File: config.mk
export PLATFORM = sky130hd
export DESIGN_NAME = nearest_palette_color_redmean
export DESIGN_NICKNAME = d
export VERILOG_FILES = /design/src/rtl/core/npcr_pkg.sv /design/src/rtl/core/nearest_palette_color_redmean.sv /design/src/rtl/core/npcr_dist.sv /design/src/rtl/core/npcr_fifo.sv /design/src/rtl/core/npcr_best.sv
export SDC_FILE = /design/constraint.sdc
export NUM_CORES = 2
export LEC_CHECK = 0
export BUFFER_PORTS_ARGS = -buffer_cell sky130_fd_sc_hd__buf_2
export CAP_MARGIN = 20
export CORE_MARGIN = 2
export CORE_UTILIZATION = 42
export DETAILED_ROUTE_END_ITERATION = 16
export PLACE_DENSITY = 0.69
export SETUP_SLACK_MARGIN = 0.15
export SYNTH_ARGS = -nofsm -noshare
export SYNTH_HDL_FRONTEND = slang
export SYNTH_SLANG_ARGS = --single-unit
File: constraint.sdc
create_clock -name clk -period 5.88 [get_ports clk]
set_input_delay 0.882 -clock clk [delete_from_list [all_inputs] [get_ports clk]]
set_output_delay 0.882 -clock clk [all_outputs]
set_load 0.01 [all_outputs]
File: src/rtl/core/npcr_pkg.sv
`timescale 1ns / 1ps
// ----------------------------------------------------------------------------
// npcr_pkg: shared types and constants for the nearest palette color search
// Beat formats for the input and result channels, the distance beat that
// travels from the distance pipeline to the minimum tracker, and the
// redmean weighting constants.
// ----------------------------------------------------------------------------
package npcr_pkg;

    localparam int unsigned RGB_W  = 24;
    localparam int unsigned CHAN_W = 8;
    localparam int unsigned CODE_W = 8;
    localparam int unsigned DIST_W = 20;

    // Redmean weights: red uses 512 + mean, blue uses 767 - mean.
    localparam logic [9:0] RED_BASE  = 10'd512;
    localparam logic [9:0] BLUE_BASE = 10'd767;

    // Red and blue products are scaled down by 256, green is scaled up by 4.
    localparam int unsigned TERM_SHIFT  = 8;
    localparam int unsigned GREEN_SHIFT = 2;

    typedef struct packed {
        logic [RGB_W-1:0]  target_rgb;
        logic [RGB_W-1:0]  candidate_rgb;
        logic [CODE_W-1:0] candidate_code;
        logic              first_entry;
        logic              last_entry;
    } in_beat_t;

    typedef struct packed {
        logic [CODE_W-1:0] nearest_code;
        logic [DIST_W-1:0] nearest_distance_sq;
    } out_beat_t;

    // Sideband that rides along the distance pipeline.
    typedef struct packed {
        logic [CODE_W-1:0] code;
        logic              first;
        logic              last;
    } tag_t;

    // One classified entry, queued between the front and the back.
    typedef struct packed {
        logic [DIST_W-1:0] distance;
        tag_t              tag;
    } dist_beat_t;

endpackage

File: src/rtl/core/nearest_palette_color_redmean.sv
`timescale 1ns / 1ps
// Path: a last-entry beat fills the four distance stages, is written into the
// queue and then loads the result register, when nothing stalls.
// Throughput: one palette entry per cycle while credits remain, set by the queue
// credit count and the combinational compare of the running minimum.
// Reset: rst_n clears pipeline valids, queue, credits, minimum (distance 0, code 0).
// ----------------------------------------------------------------------------
// nearest_palette_color_redmean: nearest palette entry by redmean distance
// Front: distance pipeline. Back: running minimum with a result register.
// A credit-tracked queue between them lets each side stall on its own.
// ----------------------------------------------------------------------------
module nearest_palette_color_redmean #(
    parameter int unsigned QUEUE_DEPTH = 8
) (
    input  logic                clk,
    input  logic                rst_n,
    input  logic                item_valid,
    output logic                item_ready,
    input  npcr_pkg::in_beat_t  item,
    output logic                result_valid,
    input  logic                result_ready,
    output npcr_pkg::out_beat_t result
);
    import npcr_pkg::*;

    localparam int unsigned CRED_W = $clog2(QUEUE_DEPTH + 1);
    localparam logic [CRED_W-1:0] MAX_CREDIT = CRED_W'(QUEUE_DEPTH);

    logic              accept;
    logic              dist_valid;
    dist_beat_t        dist_beat;
    logic              q_valid;
    dist_beat_t        q_beat;
    logic              q_pop;
    logic [CRED_W-1:0] inflight_reg, inflight_next;

    // Beats in the pipeline plus beats in the queue never exceed its depth.
    assign item_ready = (inflight_reg < MAX_CREDIT);
    assign accept     = item_valid && item_ready;

    always_comb
    begin
        inflight_next = inflight_reg;
        if (accept && !q_pop)
        begin
            inflight_next = inflight_reg + 1'b1;
        end
        else if (q_pop && !accept)
        begin
            inflight_next = inflight_reg - 1'b1;
        end
    end

    always_ff @(posedge clk or negedge rst_n)
    begin
        if (!rst_n)
        begin
            inflight_reg <= '0;
        end
        else
        begin
            inflight_reg <= inflight_next;
        end
    end

    npcr_dist u_dist (
        .clk       (clk),
        .rst_n     (rst_n),
        .in_valid  (accept),
        .in_beat   (item),
        .out_valid (dist_valid),
        .out_beat  (dist_beat)
    );

    npcr_fifo #(
        .DEPTH (QUEUE_DEPTH)
    ) u_fifo (
        .clk       (clk),
        .rst_n     (rst_n),
        .push      (dist_valid),
        .push_beat (dist_beat),
        .pop       (q_pop),
        .not_empty (q_valid),
        .head_beat (q_beat)
    );

    npcr_best u_best (
        .clk          (clk),
        .rst_n        (rst_n),
        .q_valid      (q_valid),
        .q_beat       (q_beat),
        .q_pop        (q_pop),
        .result_valid (result_valid),
        .result_ready (result_ready),
        .result       (result)
    );

`ifndef SYNTH
    a_credit_bound: assert property (@(posedge clk) disable iff (!rst_n)
        inflight_reg <= MAX_CREDIT)
        else $error("npcr: credit count exceeds queue depth");

    a_pop_has_credit: assert property (@(posedge clk) disable iff (!rst_n)
        q_pop |-> (inflight_reg != '0))
        else $error("npcr: queue pop without an outstanding beat");

    a_idle_empty: assert property (@(posedge clk) disable iff (!rst_n)
        (inflight_reg == '0) |-> (!q_valid && !dist_valid))
        else $error("npcr: beat present with no credit taken");
`endif

endmodule

File: src/rtl/core/npcr_dist.sv
`timescale 1ns / 1ps
// ----------------------------------------------------------------------------
// npcr_dist: redmean distance pipeline
// Four register stages: channel differences and red mean, squares and
// weights, weighted products, then the scaled sum. It never stalls; the
// caller only issues beats for which the queue has room.
// ----------------------------------------------------------------------------
module npcr_dist (
    input  logic                clk,
    input  logic                rst_n,
    input  logic                in_valid,
    input  npcr_pkg::in_beat_t  in_beat,
    output logic                out_valid,
    output npcr_pkg::dist_beat_t out_beat
);
    import npcr_pkg::*;

    // Stage 1 registers.
    logic              s1_valid_reg;
    logic [CHAN_W-1:0] s1_mean_reg;
    logic [CHAN_W-1:0] s1_dr_reg;
    logic [CHAN_W-1:0] s1_dg_reg;
    logic [CHAN_W-1:0] s1_db_reg;
    tag_t              s1_tag_reg;

    // Stage 2 registers.
    logic              s2_valid_reg;
    logic [15:0]       s2_dr_sq_reg;
    logic [15:0]       s2_dg_sq_reg;
    logic [15:0]       s2_db_sq_reg;
    logic [9:0]        s2_red_wt_reg;
    logic [9:0]        s2_blue_wt_reg;
    tag_t              s2_tag_reg;

    // Stage 3 registers.
    logic              s3_valid_reg;
    logic [25:0]       s3_red_prod_reg;
    logic [25:0]       s3_blue_prod_reg;
    logic [17:0]       s3_green_term_reg;
    tag_t              s3_tag_reg;

    // Stage 4 registers.
    logic              s4_valid_reg;
    dist_beat_t        s4_beat_reg;

    logic [CHAN_W-1:0] r_t, g_t, b_t, r_c, g_c, b_c;
    logic [CHAN_W-1:0] mean_next, dr_next, dg_next, db_next;
    logic [17:0]       red_scaled, blue_scaled;

    // Split the packed colors into channels.
    assign r_t = in_beat.target_rgb[23:16];
    assign g_t = in_beat.target_rgb[15:8];
    assign b_t = in_beat.target_rgb[7:0];
    assign r_c = in_beat.candidate_rgb[23:16];
    assign g_c = in_beat.candidate_rgb[15:8];
    assign b_c = in_beat.candidate_rgb[7:0];

    // Red mean and absolute channel differences.
    always_comb
    begin
        mean_next = 8'((9'(r_t) + 9'(r_c)) >> 1);
        dr_next   = (r_t > r_c) ? (r_t - r_c) : (r_c - r_t);
        dg_next   = (g_t > g_c) ? (g_t - g_c) : (g_c - g_t);
        db_next   = (b_t > b_c) ? (b_t - b_c) : (b_c - b_t);
    end

    // Scaled red and blue terms; both fit in 18 bits after the shift.
    assign red_scaled  = 18'(s3_red_prod_reg >> TERM_SHIFT);
    assign blue_scaled = 18'(s3_blue_prod_reg >> TERM_SHIFT);

    // Stage valid bits.
    always_ff @(posedge clk or negedge rst_n)
    begin
        if (!rst_n)
        begin
            s1_valid_reg <= 1'b0;
            s2_valid_reg <= 1'b0;
            s3_valid_reg <= 1'b0;
            s4_valid_reg <= 1'b0;
        end
        else
        begin
            s1_valid_reg <= in_valid;
            s2_valid_reg <= s1_valid_reg;
            s3_valid_reg <= s2_valid_reg;
            s4_valid_reg <= s3_valid_reg;
        end
    end

    // Datapath registers.
    always_ff @(posedge clk)
    begin
        s1_mean_reg      <= mean_next;
        s1_dr_reg        <= dr_next;
        s1_dg_reg        <= dg_next;
        s1_db_reg        <= db_next;
        s1_tag_reg.code  <= in_beat.candidate_code;
        s1_tag_reg.first <= in_beat.first_entry;
        s1_tag_reg.last  <= in_beat.last_entry;

        s2_dr_sq_reg   <= 16'(s1_dr_reg) * 16'(s1_dr_reg);
        s2_dg_sq_reg   <= 16'(s1_dg_reg) * 16'(s1_dg_reg);
        s2_db_sq_reg   <= 16'(s1_db_reg) * 16'(s1_db_reg);
        s2_red_wt_reg  <= RED_BASE + 10'(s1_mean_reg);
        s2_blue_wt_reg <= BLUE_BASE - 10'(s1_mean_reg);
        s2_tag_reg     <= s1_tag_reg;

        s3_red_prod_reg   <= 26'(s2_red_wt_reg) * 26'(s2_dr_sq_reg);
        s3_blue_prod_reg  <= 26'(s2_blue_wt_reg) * 26'(s2_db_sq_reg);
        s3_green_term_reg <= 18'(s2_dg_sq_reg) << GREEN_SHIFT;
        s3_tag_reg        <= s2_tag_reg;

        s4_beat_reg.distance <= 20'(red_scaled) + 20'(blue_scaled)
                                + 20'(s3_green_term_reg);
        s4_beat_reg.tag      <= s3_tag_reg;
    end

    assign out_valid = s4_valid_reg;
    assign out_beat  = s4_beat_reg;

endmodule

File: src/rtl/core/npcr_fifo.sv
`timescale 1ns / 1ps
// ----------------------------------------------------------------------------
// npcr_fifo: queue of distance beats
// Register-based circular buffer between the distance pipeline and the
// minimum tracker. The head entry is presented without a read delay.
// ----------------------------------------------------------------------------
module npcr_fifo #(
    parameter int unsigned DEPTH = 8
) (
    input  logic                 clk,
    input  logic                 rst_n,
    input  logic                 push,
    input  npcr_pkg::dist_beat_t push_beat,
    input  logic                 pop,
    output logic                 not_empty,
    output npcr_pkg::dist_beat_t head_beat
);
    import npcr_pkg::*;

    localparam int unsigned PTR_W = (DEPTH > 1) ? $clog2(DEPTH) : 1;
    localparam int unsigned CNT_W = $clog2(DEPTH + 1);
    localparam logic [PTR_W-1:0] LAST_PTR = PTR_W'(DEPTH - 1);
    localparam logic [CNT_W-1:0] FULL_CNT = CNT_W'(DEPTH);

    dist_beat_t       entry_reg [DEPTH];
    logic [PTR_W-1:0] wr_ptr_reg, wr_ptr_next;
    logic [PTR_W-1:0] rd_ptr_reg, rd_ptr_next;
    logic [CNT_W-1:0] count_reg, count_next;

    // Pointer and fill count updates.
    always_comb
    begin
        wr_ptr_next = wr_ptr_reg;
        rd_ptr_next = rd_ptr_reg;
        count_next  = count_reg;
        if (push)
        begin
            wr_ptr_next = (wr_ptr_reg == LAST_PTR) ? '0 : wr_ptr_reg + 1'b1;
        end
        if (pop)
        begin
            rd_ptr_next = (rd_ptr_reg == LAST_PTR) ? '0 : rd_ptr_reg + 1'b1;
        end
        if (push && !pop)
        begin
            count_next = count_reg + 1'b1;
        end
        else if (pop && !push)
        begin
            count_next = count_reg - 1'b1;
        end
    end

    always_ff @(posedge clk or negedge rst_n)
    begin
        if (!rst_n)
        begin
            wr_ptr_reg <= '0;
            rd_ptr_reg <= '0;
            count_reg  <= '0;
        end
        else
        begin
            wr_ptr_reg <= wr_ptr_next;
            rd_ptr_reg <= rd_ptr_next;
            count_reg  <= count_next;
        end
    end

    // Entry storage.
    always_ff @(posedge clk)
    begin
        if (push)
        begin
            entry_reg[wr_ptr_reg] <= push_beat;
        end
    end

    assign not_empty = (count_reg != '0);
    assign head_beat = entry_reg[rd_ptr_reg];

`ifndef SYNTH
    // The caller's credit scheme must keep writes out of a full queue.
    a_no_overflow: assert property (@(posedge clk) disable iff (!rst_n)
        (count_reg == FULL_CNT) |-> (!push || pop))
        else $error("npcr_fifo: push into full queue");

    a_no_underflow: assert property (@(posedge clk) disable iff (!rst_n)
        pop |-> not_empty)
        else $error("npcr_fifo: pop from empty queue");

    // Pointers meet when the queue is empty or full.
    a_ptr_count: assert property (@(posedge clk) disable iff (!rst_n)
        (count_reg == '0 || count_reg == FULL_CNT) |-> (wr_ptr_reg == rd_ptr_reg))
        else $error("npcr_fifo: pointers disagree with fill count");
`endif

endmodule

File: src/rtl/core/npcr_best.sv
`timescale 1ns / 1ps
// ----------------------------------------------------------------------------
// npcr_best: running minimum and result register
// Pops distance beats from the queue, keeps the least distance of the run
// and its code, and loads the result register on the last entry of a run.
// ----------------------------------------------------------------------------
module npcr_best (
    input  logic                 clk,
    input  logic                 rst_n,
    input  logic                 q_valid,
    input  npcr_pkg::dist_beat_t q_beat,
    output logic                 q_pop,
    output logic                 result_valid,
    input  logic                 result_ready,
    output npcr_pkg::out_beat_t  result
);
    import npcr_pkg::*;

    logic [DIST_W-1:0] best_dist_reg, best_dist_next;
    logic [CODE_W-1:0] best_code_reg, best_code_next;
    logic              res_valid_reg, res_valid_next;
    out_beat_t         res_reg, res_next;
    logic              take;

    // A last entry may only leave the queue when the result slot is free.
    assign q_pop = q_valid
                   && (!q_beat.tag.last || !res_valid_reg || result_ready);

    // First entry of a run always wins; a tie keeps the earlier entry.
    assign take = q_beat.tag.first || (q_beat.distance < best_dist_reg);

    always_comb
    begin
        best_dist_next = best_dist_reg;
        best_code_next = best_code_reg;
        res_next       = res_reg;
        res_valid_next = res_valid_reg && !result_ready;
        if (q_pop)
        begin
            if (take)
            begin
                best_dist_next = q_beat.distance;
                best_code_next = q_beat.tag.code;
            end
            if (q_beat.tag.last)
            begin
                res_valid_next               = 1'b1;
                res_next.nearest_code        = best_code_next;
                res_next.nearest_distance_sq = best_dist_next;
            end
        end
    end

    always_ff @(posedge clk or negedge rst_n)
    begin
        if (!rst_n)
        begin
            best_dist_reg <= '0;
            best_code_reg <= '0;
            res_valid_reg <= 1'b0;
        end
        else
        begin
            best_dist_reg <= best_dist_next;
            best_code_reg <= best_code_next;
            res_valid_reg <= res_valid_next;
        end
    end

    always_ff @(posedge clk)
    begin
        res_reg <= res_next;
    end

    assign result_valid = res_valid_reg;
    assign result       = res_reg;

`ifndef SYNTH
    // The held minimum never grows within a run.
    a_min_monotonic: assert property (@(posedge clk) disable iff (!rst_n)
        (q_pop && !q_beat.tag.first) |=> (best_dist_reg <= $past(best_dist_reg)))
        else $error("npcr_best: running minimum increased");

    // A result reports the minimum as it stands after its run.
    a_result_matches: assert property (@(posedge clk) disable iff (!rst_n)
        (q_pop && q_beat.tag.last) |=>
            (result.nearest_distance_sq == best_dist_reg
             && result.nearest_code == best_code_reg))
        else $error("npcr_best: result differs from held minimum");

    // A pending result is never overwritten.
    a_no_clobber: assert property (@(posedge clk) disable iff (!rst_n)
        (res_valid_reg && !result_ready) |-> !(q_pop && q_beat.tag.last))
        else $error("npcr_best: pending result overwritten");
`endif

endmodule

Yosys cells after proc, flatten, opt, wreduce, memory -nomap -nowiden
Memory sizes are Yosys's and may differ from the RTL's.
Index checks and enable logic that the tools add are counted.

storage, ports and cells
  bits in latches = 0
  memory bits (read-only) = 0
  memories kept = 1
  flip-flop bits (word level) = 303
  RAM bits = 240
  logic and storage cells = 103

memory list
  name              depth  bits a word  read ports  clocked after memory_dff  wr ports  line             text
  u_fifo.entry_reg  8      30           1           0                         1         npcr_fifo.sv:25  dist_beat_t entry_reg [DEPTH];

operators by class
  equality and inequality tests = 2
  bitwise gates (word level) = 0
  divide/modulo/power cells = 0
  mux-type cells = 15
  shift-type cells = 0
  multipliers = 5
  magnitude comparators = 5
  reduce and logical (&&, ||, !) cells = 20
  add/sub/neg operators = 17

operators with widths
  kind                                                count
  multiplier 10 x 16 -> 26 bit                        2
  multiplier 8 x 8 -> 16 bit                          3
  subtractor 8 bit                                    6
  2-to-1 mux 8 bit                                    4
  greater-than comparator 8 bit                       3
  adder 20 x 18 -> 20 bit                             1
  less-than comparator 20 bit                         1
  2-to-1 mux 20 bit                                   1
  adder 18 x 18 -> 19 bit                             1
  2-to-1 mux 4 bit                                    4
  adder 10 x 8 -> 10 bit (first input constant)       1
  subtractor 10 x 8 -> 10 bit (first input constant)  1
  adder 8 x 8 -> 9 bit                                1
  adder 4 x 1 -> 4 bit (second input constant)        2
  subtractor 4 x 1 -> 4 bit (second input constant)   2
  logical AND 1 bit                                   7
  adder 3 x 1 -> 3 bit (second input constant)        2
  equality test 3 bit (second input constant)         2
  logical NOT 1 bit                                   6
  2-to-1 mux 3 bit                                    2
  less-than comparator 4 bit (second input constant)  1
  2-to-1 mux 1 bit                                    4
  nonzero test 2 bit                                  2
  nonzero test 4 bit                                  1
  other kinds (2)                                     4

Logic depth before layout (Yosys ltp)
An unclocked memory read counts as a cell.

  depth in word-level cells = 8
  gate-level depth with buffers = 21
  gate-level depth less buffers = 20

Cells and area by module
From an unflattened synthesis, not the netlist that was laid out.

second synthesis, totals
  cells, all modules = 2941
  area total of the unflattened synthesis = 34579.4 um^2

by module, submodules not included
  module                         seq. area each (um^2)  area an instance (um^2)  cells each  times used
  npcr_dist                      4184.0                 21276.7                  2227        1
  npcr_fifo                      7457.2                 9875.7                   412         1
  npcr_best                      1566.5                 3109.2                   271         1
  nearest_palette_color_redmean  100.1                  317.8                    31          1

Least setup slack after synthesis
OpenSTA, ideal clock, no wires.

  path type = reg2reg
  start point = register u_dist.s2_blue_wt_reg[1]
  end point = register u_dist.s3_blue_prod_reg[25]
  arrival = 5.338 ns
  required time = 5.747 ns
  stages on the path, launching flop included = 20
  setup time = 0.133 ns
  slack = 0.409 ns
  buffers on the path = 1
  cells stage by stage = dfxtp_1 -> clkbuf_1 -> nand2_1 -> fa_1 -> inv_1 -> fa_1 -> fa_1 -> fa_1 -> inv_1 -> fa_1 -> inv_1 -> ha_1 -> or3_1 -> a211o_1 -> or3_1 -> o2111ai_1 -> a21oi_1 -> o21ai_1 -> mux2i_1 -> a211oi_1

between the ends
  longest elaborated chain between the ends = 1

ends and longest elaborated chain
  element                       line              text
  from (decl)                   npcr_dist.sv:32   logic [9:0] s2_blue_wt_reg;
  from (signal assigned)        npcr_dist.sv:105  s2_blue_wt_reg <= BLUE_BASE - 10'(s1_mean_reg);
  multiplier 10 x 16 -> 26 bit  npcr_dist.sv:109  s3_blue_prod_reg <= 26'(s2_blue_wt_reg) * 26'(s2_db_sq_reg);
  to (signal assigned)          npcr_dist.sv:109
  to (decl)                     npcr_dist.sv:38   logic [25:0] s3_blue_prod_reg;

No other way between the ends.
A chain may end at the register's enable or synchronous reset.

Final worst setup path
  start point = register u_dist.s2_blue_wt_reg[6]
  end point = register u_dist.s3_blue_prod_reg[25]

Same word-level chain as after synthesis.

==> results.toml <==
[global_routing]
grt_use_total_pct = 15.4
antenna_found_initial = 0
grt_pass1_wl_um = 103000
grt_max_degree = 48
grt_pass1_vias = 20743
grt-ovfl-total = 0

[worst_setup_path]
start_kind = "register"
arrival_ns = 5.95
cp.required_ns = 6.35
crit_fanout = 15
reg2reg_to = "u_dist.s3_blue_prod_reg[25]"
rr_startpoint = "u_dist.s2_blue_wt_reg[6]"
cp-end-kind = "register"
path_class = "register to register"
reg2reg_slack_ns = 0.40
reg2regPathDepth = 18

[sta]
slew_violations = 0
worst_slack_ns = 0.402
finalSetupViolCount = 0
period_needed_ns = 5.48
max_slew_margin_pct = 28.2
period_share_pct = 93.2
fin_tns_setup_ns = 0
tightest_slew_ns = 1.08
timing.fmax_mhz = 183
rsz0062_at_grt = "false"
final-hold-violation-count = 0
fin_skew_ns = 0.0283

[finish]
area_growth_pct = 11.5
seq_area_um2 = 13300
final_nets = 3648
multi_input_area_um2 = 18500
instances_no_fill = 4069
drive_gt1_share_pct = 13.6
diodes = 0
fin_util_pct = 47.4
fill_cells = 7048
largest_reg_flops = 240

[drt]
drt_iter0_markers = 824
routedWlPerCell_um = 15.1
ant_nets = 0
drt-total-wl_um = 61300
drc = 0
via_per_inst = 4.89
num_vias = 19909
drt_pass1_iterations = 5

[clock_network]
cts.path.max_buffers = 3
cts.sinks = 519
h-tree-depth = 2
cts.clk_slew.worst_paths_ns = 0.06
cts_tree = "yes"
cts-root-buf = "clkbuf_16"
numCtsBuffers = 55
clk_latency_ns = 0.63

[floorplan]
die_y_um = 287
rows = 103
core-area_um2 = 79000
die_w_um = 287
start_util_pct = 42.5
dieArea_um2 = 82200
io_pins = 92

[placed_design]
place_inst = 3965
post-dp-hpwl_um = 45200
pre_cts_ws_ns = 0.137
gp_congestion = 0.832
io_buffers = 91

[logic_synthesis]
ys.flop_type = "edfxtp_1"
synth_top_cell_by_area = "edfxtp_1"
netlist.area_leader.share_pct = 24.0
synth.avg_cell_area_um2 = 11.9
yosysSeqAreaShare_pct = 39.7
async_flop_share_pct = 9.06
syn_inst = 2823
synth_cell_types = 66
yosys_warnings = 0
ys_ff_latch = 519
synth-edff-count = 268
synth_area_leaders = "edfxtp_1, fa_1, ha_1"
netlist_area_um2 = 33500

[worst_hold_path]
min_to = "u_dist.s2_tag_reg[7]"
hold_depth = 0
hold_start = "u_dist.s1_tag_reg[7]"
hold_class = "register to register"

[job]
maxCapViolCount = 0

[run_status]
status = "finished, final reports clean"
per-layer routing:
metal	part of all wire, %	global-route usage, %
met1	44	19.7
met5	0	0
met2	50	27.3
met3	3.8	2.05
met4	1.9	3.90
cells in the final DEF (no fill, tap or decap), types with 87 or more instances in the layout:
| cell type | netlist | final |
|---|---|---|
| nor2_1 | 94 | 87 |
| nand2_1 | 206 | 206 |
| ha_1 | 346 | 346 |
| edfxtp_1 | 268 | 268 |
| and2_1 | 157 | 157 |
| dfxtp_1 | 204 | 189 |
| inv_1 | 444 | 444 |
| fa_1 | 268 | 268 |
| buf_2 | 6 | 91 |
| xnor2_1 | 111 | 111 |
layout make-up:
type                       instances  area share (%)
clock inverter                    38            1.12
multi-input combinational       1816            49.3
inverter                         444            4.45
timing repair buffer             136            2.15
clock buffer                      66            3.79
sequential                       519            35.6
tap                             1050            3.51
cells in the mapped netlist, types with 12 or more instances:
master / n
nor2_1: 94
nand3_1: 15
or2_2: 12
dfxtp_1: 204
mux4_2: 60
nor3_1: 23
clkbuf_1: 38
mux2i_1: 17
dfrtp_1: 47
nand2_1: 206
mux2_1: 20
mux2_2: 79
o21bai_1: 15
o21ai_0: 46
xnor2_1: 111
a21o_1: 38
and2_1: 157
xor2_1: 32
o21a_1: 20
nand2b_1: 20
nor2b_1: 26
ha_1: 346
a21oi_1: 79
fa_1: 268
edfxtp_1: 268
inv_1: 444
through the flow:
step | instance area [um^2] | hold WS (ns)
2_1_floorplan | 33600 | 0.310
3_3_place_gp | 35500 | 0.312
3_5_place_dp | 35500 | 0.312
4_1_cts | 37400 | 0.312
5_1_grt | 37400 | 0.318
6_report | 37400 | 0.322
timing repair:
item,CTS,global route
hold buffers,0,0
resized for setup,2,19
pin swaps,0,1
setup buffers,0,0
setup endpoints to repair,1,9
worst max-delay path by stage:
stage | startpoint | end | slack, ns | cells past startpoint
2_1_floorplan | u_dist.s2_blue_wt_reg[1] | u_dist.s3_blue_prod_reg[25] | 0.41 | 19
3_3_place_gp | u_dist.s2_blue_wt_reg[1] | u_dist.s3_blue_prod_reg[25] | 0.23 | 18
3_5_place_dp | u_dist.s2_blue_wt_reg[1] | u_dist.s3_blue_prod_reg[25] | 0.14 | 18
4_1_cts | u_dist.s2_blue_wt_reg[6] | u_dist.s3_blue_prod_reg[25] | 0.20 | 18
5_1_grt | u_dist.s2_blue_wt_reg[6] | u_dist.s3_blue_prod_reg[25] | 0.14 | 18
6_report | u_dist.s2_blue_wt_reg[6] | u_dist.s3_blue_prod_reg[25] | 0.40 | 18
cell families (layout without fill, tap and decap cells):
logic type	Yosys count	count (layout)	synth area share [%]
adders and majority gates	614	614	28.9
and+or+nand+nor	586	586	8.58
DFF	519	519	39.7
buffers and inverters	497	684	5.65
AOI/OAI and AO/OA	286	286	5.59
muxes	176	176	7.86
xor gates and xnor gates	143	143	3.73
other	2	11	0.0224
critical path, stage by stage (launching register included):
cell	delay, ns
dfxtp_2	0.48
nand2_1	0.11
fa_1	0.48
inv_1	0.05
fa_1	0.57
fa_1	0.43
fa_1	0.49
inv_1	0.05
fa_1	0.48
inv_1	0.04
ha_1	0.17
or3_1	0.40
a211o_1	0.29
or3_1	0.33
o2111ai_1	0.29
a21oi_1	0.21
o21ai_2	0.20
mux2i_1	0.20
a211oi_1	0.06
Power is left out: the tool's default activity adds up to more than one toggle a clock period on the data nets, which glitch-free logic cannot reach.
